==> src/rtl/cfe_pkg.sv <==
// Package for the condition force effect unit.
// Holds the configuration struct, effect kind codes and register indexes.
// No dependencies.
`timescale 1ns / 1ps

package cfe_pkg;

  localparam logic [1:0] KIND_SPRING   = 2'd0;
  localparam logic [1:0] KIND_DAMPER   = 2'd1;
  localparam logic [1:0] KIND_INERTIA  = 2'd2;
  localparam logic [1:0] KIND_FRICTION = 2'd3;

  localparam logic [2:0] REG_EFFECT_KIND    = 3'd0;
  localparam logic [2:0] REG_CENTER_OFFSET  = 3'd1;
  localparam logic [2:0] REG_DEAD_BAND      = 3'd2;
  localparam logic [2:0] REG_POSITIVE_GAIN  = 3'd3;
  localparam logic [2:0] REG_NEGATIVE_GAIN  = 3'd4;
  localparam logic [2:0] REG_POSITIVE_LIMIT = 3'd5;
  localparam logic [2:0] REG_NEGATIVE_LIMIT = 3'd6;

  localparam int AddrWidth  = 5;
  localparam int ForceWidth = 19;

  typedef struct packed {
    logic [1:0]         effect_kind;
    logic signed [15:0] center_offset;
    logic [14:0]        dead_band;
    logic signed [15:0] positive_gain;
    logic signed [15:0] negative_gain;
    logic [14:0]        positive_limit;
    logic [14:0]        negative_limit;
  } cfe_cfg_t;

endpackage

==> src/rtl/cfe_cfg_regs.sv <==
// Configuration register file with an APB-style write and read port.
// Depends on cfe_pkg for the register indexes and the configuration struct.
`timescale 1ns / 1ps

module cfe_cfg_regs
  import cfe_pkg::*;
(
  input  logic                 clk,
  input  logic                 rst_n,
  input  logic                 psel,
  input  logic                 penable,
  input  logic                 pwrite,
  input  logic [AddrWidth-1:0] paddr,
  input  logic [31:0]          pwdata,
  output logic [31:0]          prdata,
  output cfe_cfg_t             cfg
);

  cfe_cfg_t   cfg_r;
  logic       wr_en;
  logic [2:0] reg_idx;

  assign wr_en   = psel & penable & pwrite;
  assign reg_idx = paddr[AddrWidth-1:2];
  assign cfg     = cfg_r;

  always_ff @(posedge clk) begin
    if (!rst_n) begin
      cfg_r <= '0;
    end else if (wr_en) begin
      unique case (reg_idx)
        REG_EFFECT_KIND:    cfg_r.effect_kind    <= pwdata[1:0];
        REG_CENTER_OFFSET:  cfg_r.center_offset  <= pwdata[15:0];
        REG_DEAD_BAND:      cfg_r.dead_band      <= pwdata[14:0];
        REG_POSITIVE_GAIN:  cfg_r.positive_gain  <= pwdata[15:0];
        REG_NEGATIVE_GAIN:  cfg_r.negative_gain  <= pwdata[15:0];
        REG_POSITIVE_LIMIT: cfg_r.positive_limit <= pwdata[14:0];
        REG_NEGATIVE_LIMIT: cfg_r.negative_limit <= pwdata[14:0];
        default: ;
      endcase
    end
  end

  always_comb begin
    unique case (reg_idx)
      REG_EFFECT_KIND:    prdata = {30'd0, cfg_r.effect_kind};
      REG_CENTER_OFFSET:  prdata = {16'd0, cfg_r.center_offset};
      REG_DEAD_BAND:      prdata = {17'd0, cfg_r.dead_band};
      REG_POSITIVE_GAIN:  prdata = {16'd0, cfg_r.positive_gain};
      REG_NEGATIVE_GAIN:  prdata = {16'd0, cfg_r.negative_gain};
      REG_POSITIVE_LIMIT: prdata = {17'd0, cfg_r.positive_limit};
      REG_NEGATIVE_LIMIT: prdata = {17'd0, cfg_r.negative_limit};
      default:            prdata = 32'd0;
    endcase
  end

endmodule

==> src/rtl/cfe_force_calc.sv <==
// Combinational force rule for one axis sample: banded spring, damper and
// inertia rules and the friction ramp. Depends on cfe_pkg.
`timescale 1ns / 1ps

module cfe_force_calc
  import cfe_pkg::*;
#(
  parameter int SPRING_EXTRA_DEAD_ZONE = 0
) (
  input  cfe_cfg_t                cfg,
  input  logic signed [15:0]      axis_position,
  input  logic signed [15:0]      axis_velocity,
  input  logic signed [15:0]      axis_acceleration,
  output logic [ForceWidth-1:0]   force_res
);

  logic [15:0]        spring_db;
  logic [15:0]        db;
  logic signed [15:0] x;
  logic signed [17:0] x_ext;
  logic signed [17:0] lo;
  logic signed [17:0] hi;
  logic               below;
  logic               above;
  logic signed [17:0] diff;
  logic signed [15:0] gain;
  logic signed [33:0] prod;
  logic signed [33:0] shifted;
  logic [14:0]        lim;
  logic signed [33:0] lim_pos;
  logic signed [33:0] lim_neg;
  logic               no_clamp;
  logic signed [33:0] clamped;
  logic signed [33:0] banded;
  logic               sign_equal;

  logic signed [17:0] vel_ext;
  logic signed [17:0] fr_t;
  logic signed [16:0] fr_coef;
  logic signed [26:0] fr_prod;
  logic signed [18:0] fr_force;

  assign spring_db = 16'({1'b0, cfg.dead_band} + 16'(SPRING_EXTRA_DEAD_ZONE));

  always_comb begin
    unique case (cfg.effect_kind)
      KIND_SPRING:  x = axis_position;
      KIND_INERTIA: x = axis_acceleration;
      default:      x = axis_velocity;
    endcase
    db = (cfg.effect_kind == KIND_SPRING) ? spring_db : {1'b0, cfg.dead_band};

    x_ext = {{2{x[15]}}, x};
    lo    = {{2{cfg.center_offset[15]}}, cfg.center_offset} - $signed({2'b00, db});
    hi    = {{2{cfg.center_offset[15]}}, cfg.center_offset} + $signed({2'b00, db});
    below = x_ext < lo;
    above = x_ext > hi;

    diff = below ? (x_ext - lo) : (x_ext - hi);
    gain = below ? cfg.negative_gain : cfg.positive_gain;
    lim  = below ? cfg.negative_limit : cfg.positive_limit;
    prod = {{16{diff[17]}}, diff} * {{18{gain[15]}}, gain};
    shifted = (cfg.effect_kind == KIND_SPRING) ? (prod >>> 8) : (prod >>> 14);

    lim_pos  = $signed({19'd0, lim});
    lim_neg  = -lim_pos;
    no_clamp = (cfg.effect_kind == KIND_INERTIA) && (lim == 15'd0);
    if (no_clamp) begin
      clamped = shifted;
    end else if (shifted > lim_pos) begin
      clamped = lim_pos;
    end else if (shifted < lim_neg) begin
      clamped = lim_neg;
    end else begin
      clamped = shifted;
    end
    banded = (below || above) ? clamped : 34'sd0;

    sign_equal = ((axis_acceleration == 16'sd0) && (axis_velocity == 16'sd0)) ||
                 ((axis_acceleration != 16'sd0) && (axis_velocity != 16'sd0) &&
                  (axis_acceleration[15] == axis_velocity[15]));

    vel_ext = {{2{axis_velocity[15]}}, axis_velocity};
    if (axis_velocity[15]) begin
      fr_coef = -{cfg.negative_gain[15], cfg.negative_gain};
      fr_t    = -vel_ext - $signed({3'b000, cfg.dead_band});
    end else begin
      fr_coef = {cfg.positive_gain[15], cfg.positive_gain};
      fr_t    = vel_ext - $signed({3'b000, cfg.dead_band});
    end
    fr_prod = $signed({18'd0, fr_t[8:0]}) * {{10{fr_coef[16]}}, fr_coef};
    if (axis_velocity == 16'sd0) begin
      fr_force = 19'sd0;
    end else if (fr_t > 18'sd256) begin
      fr_force = {{2{fr_coef[16]}}, fr_coef};
    end else if (fr_t > 18'sd0) begin
      fr_force = 19'(fr_prod >>> 8);
    end else begin
      fr_force = 19'sd0;
    end

    unique case (cfg.effect_kind)
      KIND_FRICTION: force_res = fr_force;
      KIND_INERTIA:  force_res = sign_equal ? '0 : banded[ForceWidth-1:0];
      default:       force_res = banded[ForceWidth-1:0];
    endcase
  end

endmodule

==> src/rtl/condition_force_effect_unit.sv <==
// A request passes the input register, then the result register to out_tdata.
// Throughput: one request per cycle; the input register and the result register
// each advance when the stage after them is empty or being drained.
// Reset: synchronous, active low; clears the configuration registers to zero
// and empties both pipeline stages.
// Depends on cfe_pkg, cfe_cfg_regs and cfe_force_calc.
`timescale 1ns / 1ps

module condition_force_effect_unit
  import cfe_pkg::*;
#(
  parameter int SPRING_EXTRA_DEAD_ZONE = 0
) (
  input  logic                 clk,
  input  logic                 rst_n,
  input  logic                 in_tvalid,
  output logic                 in_tready,
  // [15:0] axis_position, [31:16] axis_velocity, [47:32] axis_acceleration
  input  logic [47:0]          in_tdata,
  output logic                 out_tvalid,
  input  logic                 out_tready,
  // [18:0] force_res, [23:19] zero
  output logic [23:0]          out_tdata,
  input  logic                 psel,
  input  logic                 penable,
  input  logic                 pwrite,
  input  logic [AddrWidth-1:0] paddr,
  input  logic [31:0]          pwdata,
  output logic [31:0]          prdata,
  output logic                 pready
);

  cfe_cfg_t              cfg;
  logic                  s1_valid_r;
  logic signed [15:0]    s1_pos_r;
  logic signed [15:0]    s1_vel_r;
  logic signed [15:0]    s1_acc_r;
  logic                  out_valid_r;
  logic [ForceWidth-1:0] force_r;
  logic [ForceWidth-1:0] force_nxt;
  logic                  s1_adv;

  assign pready = 1'b1;

  cfe_cfg_regs u_cfg (
    .clk     (clk),
    .rst_n   (rst_n),
    .psel    (psel),
    .penable (penable),
    .pwrite  (pwrite),
    .paddr   (paddr),
    .pwdata  (pwdata),
    .prdata  (prdata),
    .cfg     (cfg)
  );

  cfe_force_calc #(
    .SPRING_EXTRA_DEAD_ZONE (SPRING_EXTRA_DEAD_ZONE)
  ) u_calc (
    .cfg               (cfg),
    .axis_position     (s1_pos_r),
    .axis_velocity     (s1_vel_r),
    .axis_acceleration (s1_acc_r),
    .force_res         (force_nxt)
  );

  assign s1_adv    = !out_valid_r || out_tready;
  assign in_tready = !s1_valid_r || s1_adv;

  always_ff @(posedge clk) begin
    if (!rst_n) begin
      s1_valid_r <= 1'b0;
    end else if (in_tready) begin
      s1_valid_r <= in_tvalid;
    end
  end

  always_ff @(posedge clk) begin
    if (in_tready && in_tvalid) begin
      s1_pos_r <= in_tdata[15:0];
      s1_vel_r <= in_tdata[31:16];
      s1_acc_r <= in_tdata[47:32];
    end
  end

  always_ff @(posedge clk) begin
    if (!rst_n) begin
      out_valid_r <= 1'b0;
    end else if (s1_adv) begin
      out_valid_r <= s1_valid_r;
    end
  end

  always_ff @(posedge clk) begin
    if (s1_adv && s1_valid_r) begin
      force_r <= force_nxt;
    end
  end

  assign out_tvalid = out_valid_r;
  assign out_tdata  = {5'd0, force_r};

endmodule
==> config.mk <==
export PLATFORM = sky130hd
export DESIGN_NAME = condition_force_effect_unit
export DESIGN_NICKNAME = d
export VERILOG_FILES = /design/src/rtl/cfe_pkg.sv /design/src/rtl/cfe_cfg_regs.sv /design/src/rtl/cfe_force_calc.sv /design/src/rtl/condition_force_effect_unit.sv
export SDC_FILE = /design/constraint.sdc
export NUM_CORES = 2
export LEC_CHECK = 0
export BUFFER_PORTS_ARGS = -buffer_cell sky130_fd_sc_hd__clkbuf_2
export CAP_MARGIN = 20
export CORE_MARGIN = 2
export CORE_UTILIZATION = 55
export CTS_CLUSTER_SIZE = 20
export DETAILED_ROUTE_END_ITERATION = 8
export PLACE_DENSITY = 0.73
export SYNTH_ARGS = -nofsm -noshare
export SYNTH_HDL_FRONTEND = slang
export SYNTH_SLANG_ARGS = --single-unit
==> constraint.sdc <==
create_clock -name clk -period 16.4 [get_ports clk]
set_clock_uncertainty 0.1 [all_clocks]
set_input_delay 0.82 -clock clk [delete_from_list [all_inputs] [get_ports clk]]
set_output_delay 0.82 -clock clk [all_outputs]
set_load 0.005 [all_outputs]
# Yosys cells after proc, flatten, opt, wreduce, memory -nomap -nowiden

Cells that the tools add are included.

Add/sub/neg operators: 9
$mul: 2
$lt $le $gt $ge: 6
Eq/ne operators: 9
Mux-type cells: 17
Bitwise logic cells: 2
Reduce and logical (&&, ||, !) cells: 26

Operator list:

| cell                                                  | number |
|---|---|
| 2-to-1 mux 19 bit                                     | 8 |
| one-hot mux 16 bit (7 select lines)                   | 1 |
| one-hot mux 19 bit (2 select lines)                   | 1 |
| 2-to-1 mux 18 bit                                     | 2 |
| subtractor 16 x 17 -> 18 bit                          | 2 |
| < comparator 26 x 34 -> 1 bit                         | 1 |
| multiplier 18 x 16 -> 34 bit                          | 1 |
| negation 15 -> 34 bit                                 | 1 |
| subtractor 16 x 16 -> 17 bit                          | 2 |
| logical NOT 16 bit                                    | 2 |
| one-hot mux 16 bit (2 select lines)                   | 1 |
| nonzero test 16 bit                                   | 2 |
| multiplier 10 x 17 -> 27 bit                          | 1 |
| > comparator 26 x 16 -> 1 bit                         | 1 |
| 2-to-1 mux 25 bit                                     | 1 |
| > comparator 18 x 1 -> 1 bit (second input constant)  | 1 |
| > comparator 18 x 10 -> 1 bit (second input constant) | 1 |
| negation 16 -> 18 bit                                 | 1 |
| subtractor 18 x 16 -> 18 bit                          | 1 |
| adder 16 x 16 -> 17 bit                               | 1 |
| > comparator 16 x 17 -> 1 bit                         | 1 |
| < comparator 16 x 17 -> 1 bit                         | 1 |
| 2-to-1 mux 17 bit                                     | 1 |
| negation 17 bit                                       | 1 |
| 15 further kinds                                      | 35 |

Flip-flop bits (word level): 164
Bits of input ports: 92
Logic and storage cells: 84

# Logic depth before layout (Yosys ltp)

Depth after elaboration: 13
Gate-level depth with buffers: 70

# By module

From an unflattened synthesis, not the netlist that was laid out.

Cells, all modules: 3,647
Area total of the unflattened synthesis: 31,226.2 µm²

By module, submodules not included:

| module                      | times used | cells each | area an instance (µm²) |
|---|---|---|---|
| cfe_force_calc              | 1          | 3,111      | 24,637.4 |
| cfe_cfg_regs                | 1          | 452        | 4,420.5 |
| condition_force_effect_unit | 1          | 84         | 2,168.3 |

# Worst setup path after synthesis

No wires, ideal clock.

Kind: reg-to-reg
From: register u_cfg.cfg_r (netlist bit u_cfg.cfg[63])
To: register force_r[1], data pin
Setup time: 263 ps
Arrival time: 14,287 ps
Data required time: 16,037 ps
Slack: 1,750 ps
Stages on the path, launching flop included: 67
Path buffers: 8
Path through: dfxtp_1 > inv_1 > fa_1 > a21o_1 > a21oi_1 > o21ai_0 > a21oi_1 > o21ai_0 > a21oi_1 > o21ai_0 > a21oi_1 > o21bai_1 > a21oi_1 > o21bai_1 > a21oi_1 > xor2_1 > ha_1 > nand3_1 > [31 not listed] > o41ai_1 > xor2_1 > mux2_2 > ha_1 > a21o_1 > a21oi_1 > a21oi_1 > a21oi_1 > a21oi_1 > a211oi_1 > a21oi_1 > nor4_1 > a22oi_1 > and4b_1 > or2_0 > buf_2 > a31o_1 > a2111o_1

Longest elaborated chain between the ends: 12
Elaborated cells on any way between the ends: 32
Those cells by class: add/sub: 7; mul: 2; order compare: 6; mux: 14; reduce/logical: 3

RTL lines:

| what                                                                                 | RTL line                                   | text |
|---|---|---|
| start: declaration                                                                   | cfe_cfg_regs.sv:19                         | `cfe_cfg_t cfg_r;` |
| adder 16 x 16 -> 17 bit / subtractor 16 x 16 -> 17 bit (equally long branches)       | cfe_force_calc.sv:55, cfe_force_calc.sv:54 |  |
| subtractor 16 x 17 -> 18 bit / < comparator 16 x 17 -> 1 bit (equally long branches) | cfe_force_calc.sv:59, cfe_force_calc.sv:56 |  |
| 2-to-1 mux 18 bit / 2-to-1 mux 16 bit (equally long branches)                        | cfe_force_calc.sv:59, cfe_force_calc.sv:60 |  |
| multiplier 18 x 16 -> 34 bit                                                         | cfe_force_calc.sv:62                       | `prod = {{16{diff[17]}}, diff} * {{18{gain[15]}}, gain};` |
| 2-to-1 mux 25 bit                                                                    | cfe_force_calc.sv:63                       | `shifted = (cfg.effect_kind == KIND_SPRING) ? (prod >>> 8) : (prod >>> 14);` |
| < comparator 26 x 34 -> 1 bit                                                        | cfe_force_calc.sv:72                       | `end else if (shifted < lim_neg) begin` |
| 2-to-1 mux 19 bit                                                                    | cfe_force_calc.sv:72                       |  |
| 2-to-1 mux 19 bit                                                                    | cfe_force_calc.sv:70                       | `end else if (shifted > lim_pos) begin` |
| 2-to-1 mux 19 bit                                                                    | cfe_force_calc.sv:68                       | `if (no_clamp) begin` |
| 2-to-1 mux 19 bit                                                                    | cfe_force_calc.sv:77                       | `banded = (below \|\| above) ? clamped : 34'sd0;` |
| 2-to-1 mux 19 bit                                                                    | cfe_force_calc.sv:104                      | `KIND_INERTIA: force_res = sign_equal ? '0 : banded[ForceWidth-1:0];` |
| one-hot mux 19 bit (2 select lines) (*)                                              | cfe_force_calc.sv:102                      | `unique case (cfg.effect_kind)` |
| named net force_nxt[1]                                                               | condition_force_effect_unit.sv:40          | `logic [ForceWidth-1:0] force_nxt;` |
| end signal: assignment                                                               | condition_force_effect_unit.sv:96          | `force_r <= force_nxt;` |
| end: declaration                                                                     | condition_force_effect_unit.sv:39          | `logic [ForceWidth-1:0] force_r;` |

The timed path passes the listed nets; every way through them passes the cells marked *.
A chain may end at the register's enable or synchronous reset.

# Worst setup path in the final report

From: register u_cfg.cfg_r (netlist bit u_cfg.cfg[63])
To: register force_r[5], data pin

Same word-level chain as after synthesis.

==> flow_summary_export.csv <==
group,metric,value,unit
logic_synthesis,synthArstFlopShare,0,
power,seq_power_share,0.242,
grt,grt.overflow.total,0,
logic_synthesis,yosysSeqAreaShare,0.125,
layout,fin_nets,4671,
logic_synthesis,synth_edf_count,67,
power,p_switching,0.000851,W
power,peakVddDrop,0.0800,mV
timing,finalHoldViolCount,0,
logic_synthesis,synth.distinct_cells,100,
logic_synthesis,netlist.area_leader.share,0.269,
worst_setup_path,arrival,15.59,ns
drt,wl,94.2,mm
worst_setup_path,cpPeakStageDelay,0.56,ns
place,place_congestion,1.00,
grt,grt_pass1_wl,149,mm
power,combPwrFrac,0.535,
power,power_density,56.8,mW/mm²
logic_synthesis,ys_ff_latch,164,
worst_setup_path,cp_common_cell,"a21oi_1",
timing,worst_slew_pin_slew,1.05,ns
grt,grt_pass1_vias,27400,
run,maxCapViolCount,0,
grt,grt_max_degree,98,
clock_network,cts_made_buffers,17,
clock_network,htree_levels,4,
grt,antenna_found_initial,3,
logic_synthesis,synth_area,0.0315,mm²
worst_setup_path,critPathRequiredTime,16.48,ns
drt,routed_via_density,5.83,
logic_synthesis,syn_inst,3795,
outcome,status,"complete, no violations",
timing,rsz0062_at_grt,"false",
power,clockPowerShare,0.223,
worst_setup_path,cp-end-kind,"register",
timing,hold_slack,0.385,ns
worst_hold_path,hp-class,"reg2reg",
power,swShare,0.445,
logic_synthesis,syn_avg_cell_area,8.31,µm²
layout,n_fill_cell,5089,
worst_setup_path,startpoint_type,"register",
layout,fin_cells,4633,
drt,wl_per_cell,20.3,µm
die,die_area,0.0592,mm²
logic_synthesis,synth_top_area_cell,"fa_1",
drt,ant_nets,0,
logic_synthesis,synth.top_cells.by_area,"fa_1 (27%), ha_1 (12%), inv_1 (6.9%)",
clock_network,clkTransAtPathRegs,0.07,ns
layout,fin_area,0.0337,mm²
die,die_height,243,µm
layout,syn2layout_area_growth,6.82,%
die,core,0.0565,mm²
die,rows,87,
power,internal_power,0.00106,W
clock_network,clock-sinks,164,
die,die_x,243,µm
worst_setup_path,crit_slowest_cell,"fa_1",
timing,fin_crit,15.52,ns
clock_network,cts_tree,"done",
timing,slew_violations,0,
grt,grtUsageTotal,0.323,
place,placed_area,0.0330,mm²
timing,timing.setup.tns,0,ns
logic_synthesis,synth_warnings,0,
timing,finalCritPeriodShare,0.946,
drt,drt-pass1-iter-count,6,
drt,vias,27000,
timing,setup_violations,0,
clock_network,clkLatencyLatePin,0.45,ns
die,io-pin-count,151,
die,start_util,0.558,
drt,drcViolationCount,0,
layout,layout-drive-gt1-share,0.0805,
drt,drt_iter0_drc,2279,
logic_synthesis,synthFlopType,"dfxtp_1",
worst_setup_path,critPathMaxFanout,19,
clock_network,root_buffer,"clkbuf_16",
timing,slew_headroom,0.295,
clock_network,clockBufferDepth,2,
power,finalPower,0.00191,W
worst_setup_path,critPathKind,"reg2reg",
timing,fmax,64.4,MHz
place,port_buffers,110,
power,power.static_leakage,16.4,nW
place,placedCellCount,4597,
place,post-dp-hpwl,78.2,mm
==> power by group through the flow <==
stage / registers [W] / logic [W] / clock network [W]
final: 0.000463 / 0.00102 / 0.000426
after detailed placement: 0.000472 / 0.000996 / 0
after global routing: 0.000465 / 0.00111 / 0.000440
after CTS: 0.000463 / 0.00100 / 0.000429
after global placement: 0.000472 / 0.000986 / 0
after floorplan: 0.000468 / 0.000693 / 0
==> path summary, 6_finish.rpt <==
path / from / to / slack (ns) / cells after the start
setup reg to reg: u_cfg.cfg[63]$_SDFFE_PN0P_ / force_r[5]$_DFFE_PP_ / 0.88 / 59
hold / removal: u_cfg.cfg[70]$_SDFFE_PN0P_ / u_cfg.cfg[70]$_SDFFE_PN0P_ / 0.39 / 2
hold reg to reg: u_cfg.cfg[70]$_SDFFE_PN0P_ / u_cfg.cfg[70]$_SDFFE_PN0P_ / 0.39 / 2
setup / recovery: u_cfg.cfg[63]$_SDFFE_PN0P_ / force_r[5]$_DFFE_PP_ / 0.88 / 59
==> final cells by class <==
| type | count | area [µm²] | area share |
|---|---|---|---|
| clock buffer | 17 | 425 | 0.0126 |
| timing repair buffer | 190 | 1160 | 0.0345 |
| tap | 756 | 946 | 0.0281 |
| clock inverter | 15 | 190 | 0.00565 |
| inverter | 582 | 2190 | 0.0650 |
| sequential | 164 | 3950 | 0.117 |
| antenna | 2 | 5.00 | 0.000149 |
| multi-input combinational | 2907 | 24800 | 0.737 |
==> cell families (layout without fill, tap and decap cells) <==
| kind of cell | Yosys count | in the layout | synth area share |
|---|---|---|---|
| AO/OA/AOI/OAI | 657 | 657 | 0.142 |
| buffers and inverters | 744 | 804 | 0.0917 |
| XOR/XNOR | 142 | 142 | 0.0401 |
| flip-flops | 164 | 164 | 0.125 |
| other | 2 | 24 | 0.000238 |
| adder cells (fa/ha/maj) | 717 | 717 | 0.385 |
| multiplexers | 109 | 109 | 0.0360 |
| AND/OR/NAND/NOR | 1260 | 1260 | 0.180 |
==> cell usage after synthesis, drive strengths merged, types with 6 or more instances <==
library cell	n
o21ai	102
o21bai	25
a21o	47
nor3	73
edfxtp	67
a211o	6
a2bb2oi	7
clkbuf	117
nand3	46
xnor2	107
a221oi	14
and4	6
a21boi	109
mux2i	85
o2111ai	6
a21oi	163
nor2b	47
nand3b	10
nand2b	41
or2	30
nand2	531
fa	423
or4	7
a22oi	8
buf	45
inv	582
o31ai	10
and2	24
dfxtp	97
o211a	7
o21a	27
o2bb2ai	12
a211oi	20
xor2	35
and3	26
a31oi	20
ha	294
nor2	340
or3	17
nor4	28
nand4	16
mux2	23
o221ai	8
o211ai	14
==> layout by cell type (no fill, tap or decap), types with 28 or more instances in the layout <==
master / synthesis / final
fa_1: 423 / 423
nor2b_1: 47 / 46
nor2_1: 338 / 338
o21ai_0: 94 / 94
a21o_1: 47 / 47
a21oi_1: 162 / 162
nor4_1: 28 / 28
nand3_1: 46 / 46
xnor2_1: 106 / 106
dfxtp_1: 97 / 97
nand2b_1: 41 / 41
clkbuf_2: 1 / 110
edfxtp_1: 67 / 67
a21boi_0: 106 / 106
ha_1: 294 / 294
inv_1: 581 / 581
mux2i_1: 84 / 83
xor2_1: 35 / 35
or2_2: 28 / 28
nand2_1: 531 / 528
buf_4: 22 / 78
nor3_1: 72 / 71
==> routing by layer <==
layer | up-vias | part of all wire | wire, µm | track usage
li1 | 12500 | - | - | -
met4 | 2 | 0.056 | 5280 | 0.158
met3 | 244 | 0.071 | 6660 | 0.0420
met5 | - | 0.00015 | 14 | 0
met1 | 13200 | 0.41 | 38200 | 0.416
met2 | 1040 | 0.47 | 44000 | 0.536
==> sequential cells by signal, summed over array words and instances (netlist names) <==
signal and flops:
u_cfg.cfg 95, s1_acc_r 16, s1_pos_r 16, out_tvalid 1, s1_vel_r 16, s1_valid_r 1
force_r 19
==> repair_timing <==
item | 4_1_cts | 5_1_grt
gates resized for setup | 0 | 12
buffers inserted | 0 | 1
hold buffers | 0 | 0
endpoints found under the setup margin | 0 | 19
==> through the flow <==
step | util | setup slack, ns
3_3_place_gp | 0.584 | 1.05
6_report | 0.596 | 0.882
3_5_place_dp | 0.584 | 0.889
5_1_grt | 0.596 | 0.0749
4_1_cts | 0.595 | 0.809
2_1_floorplan | - | 1.75
==> worst max-delay path: cells and delay by family (launching register included) <==
family,cells,cell delay (ns)
compound gates,30,5.87
xor+xnor,2,0.38
fa+ha+maj,10,4.70
buf+inv,8,1.31
flops,1,0.49
mux,1,0.56
simple gates,8,1.84
Note: power is estimated with default switching activity, not from simulation.
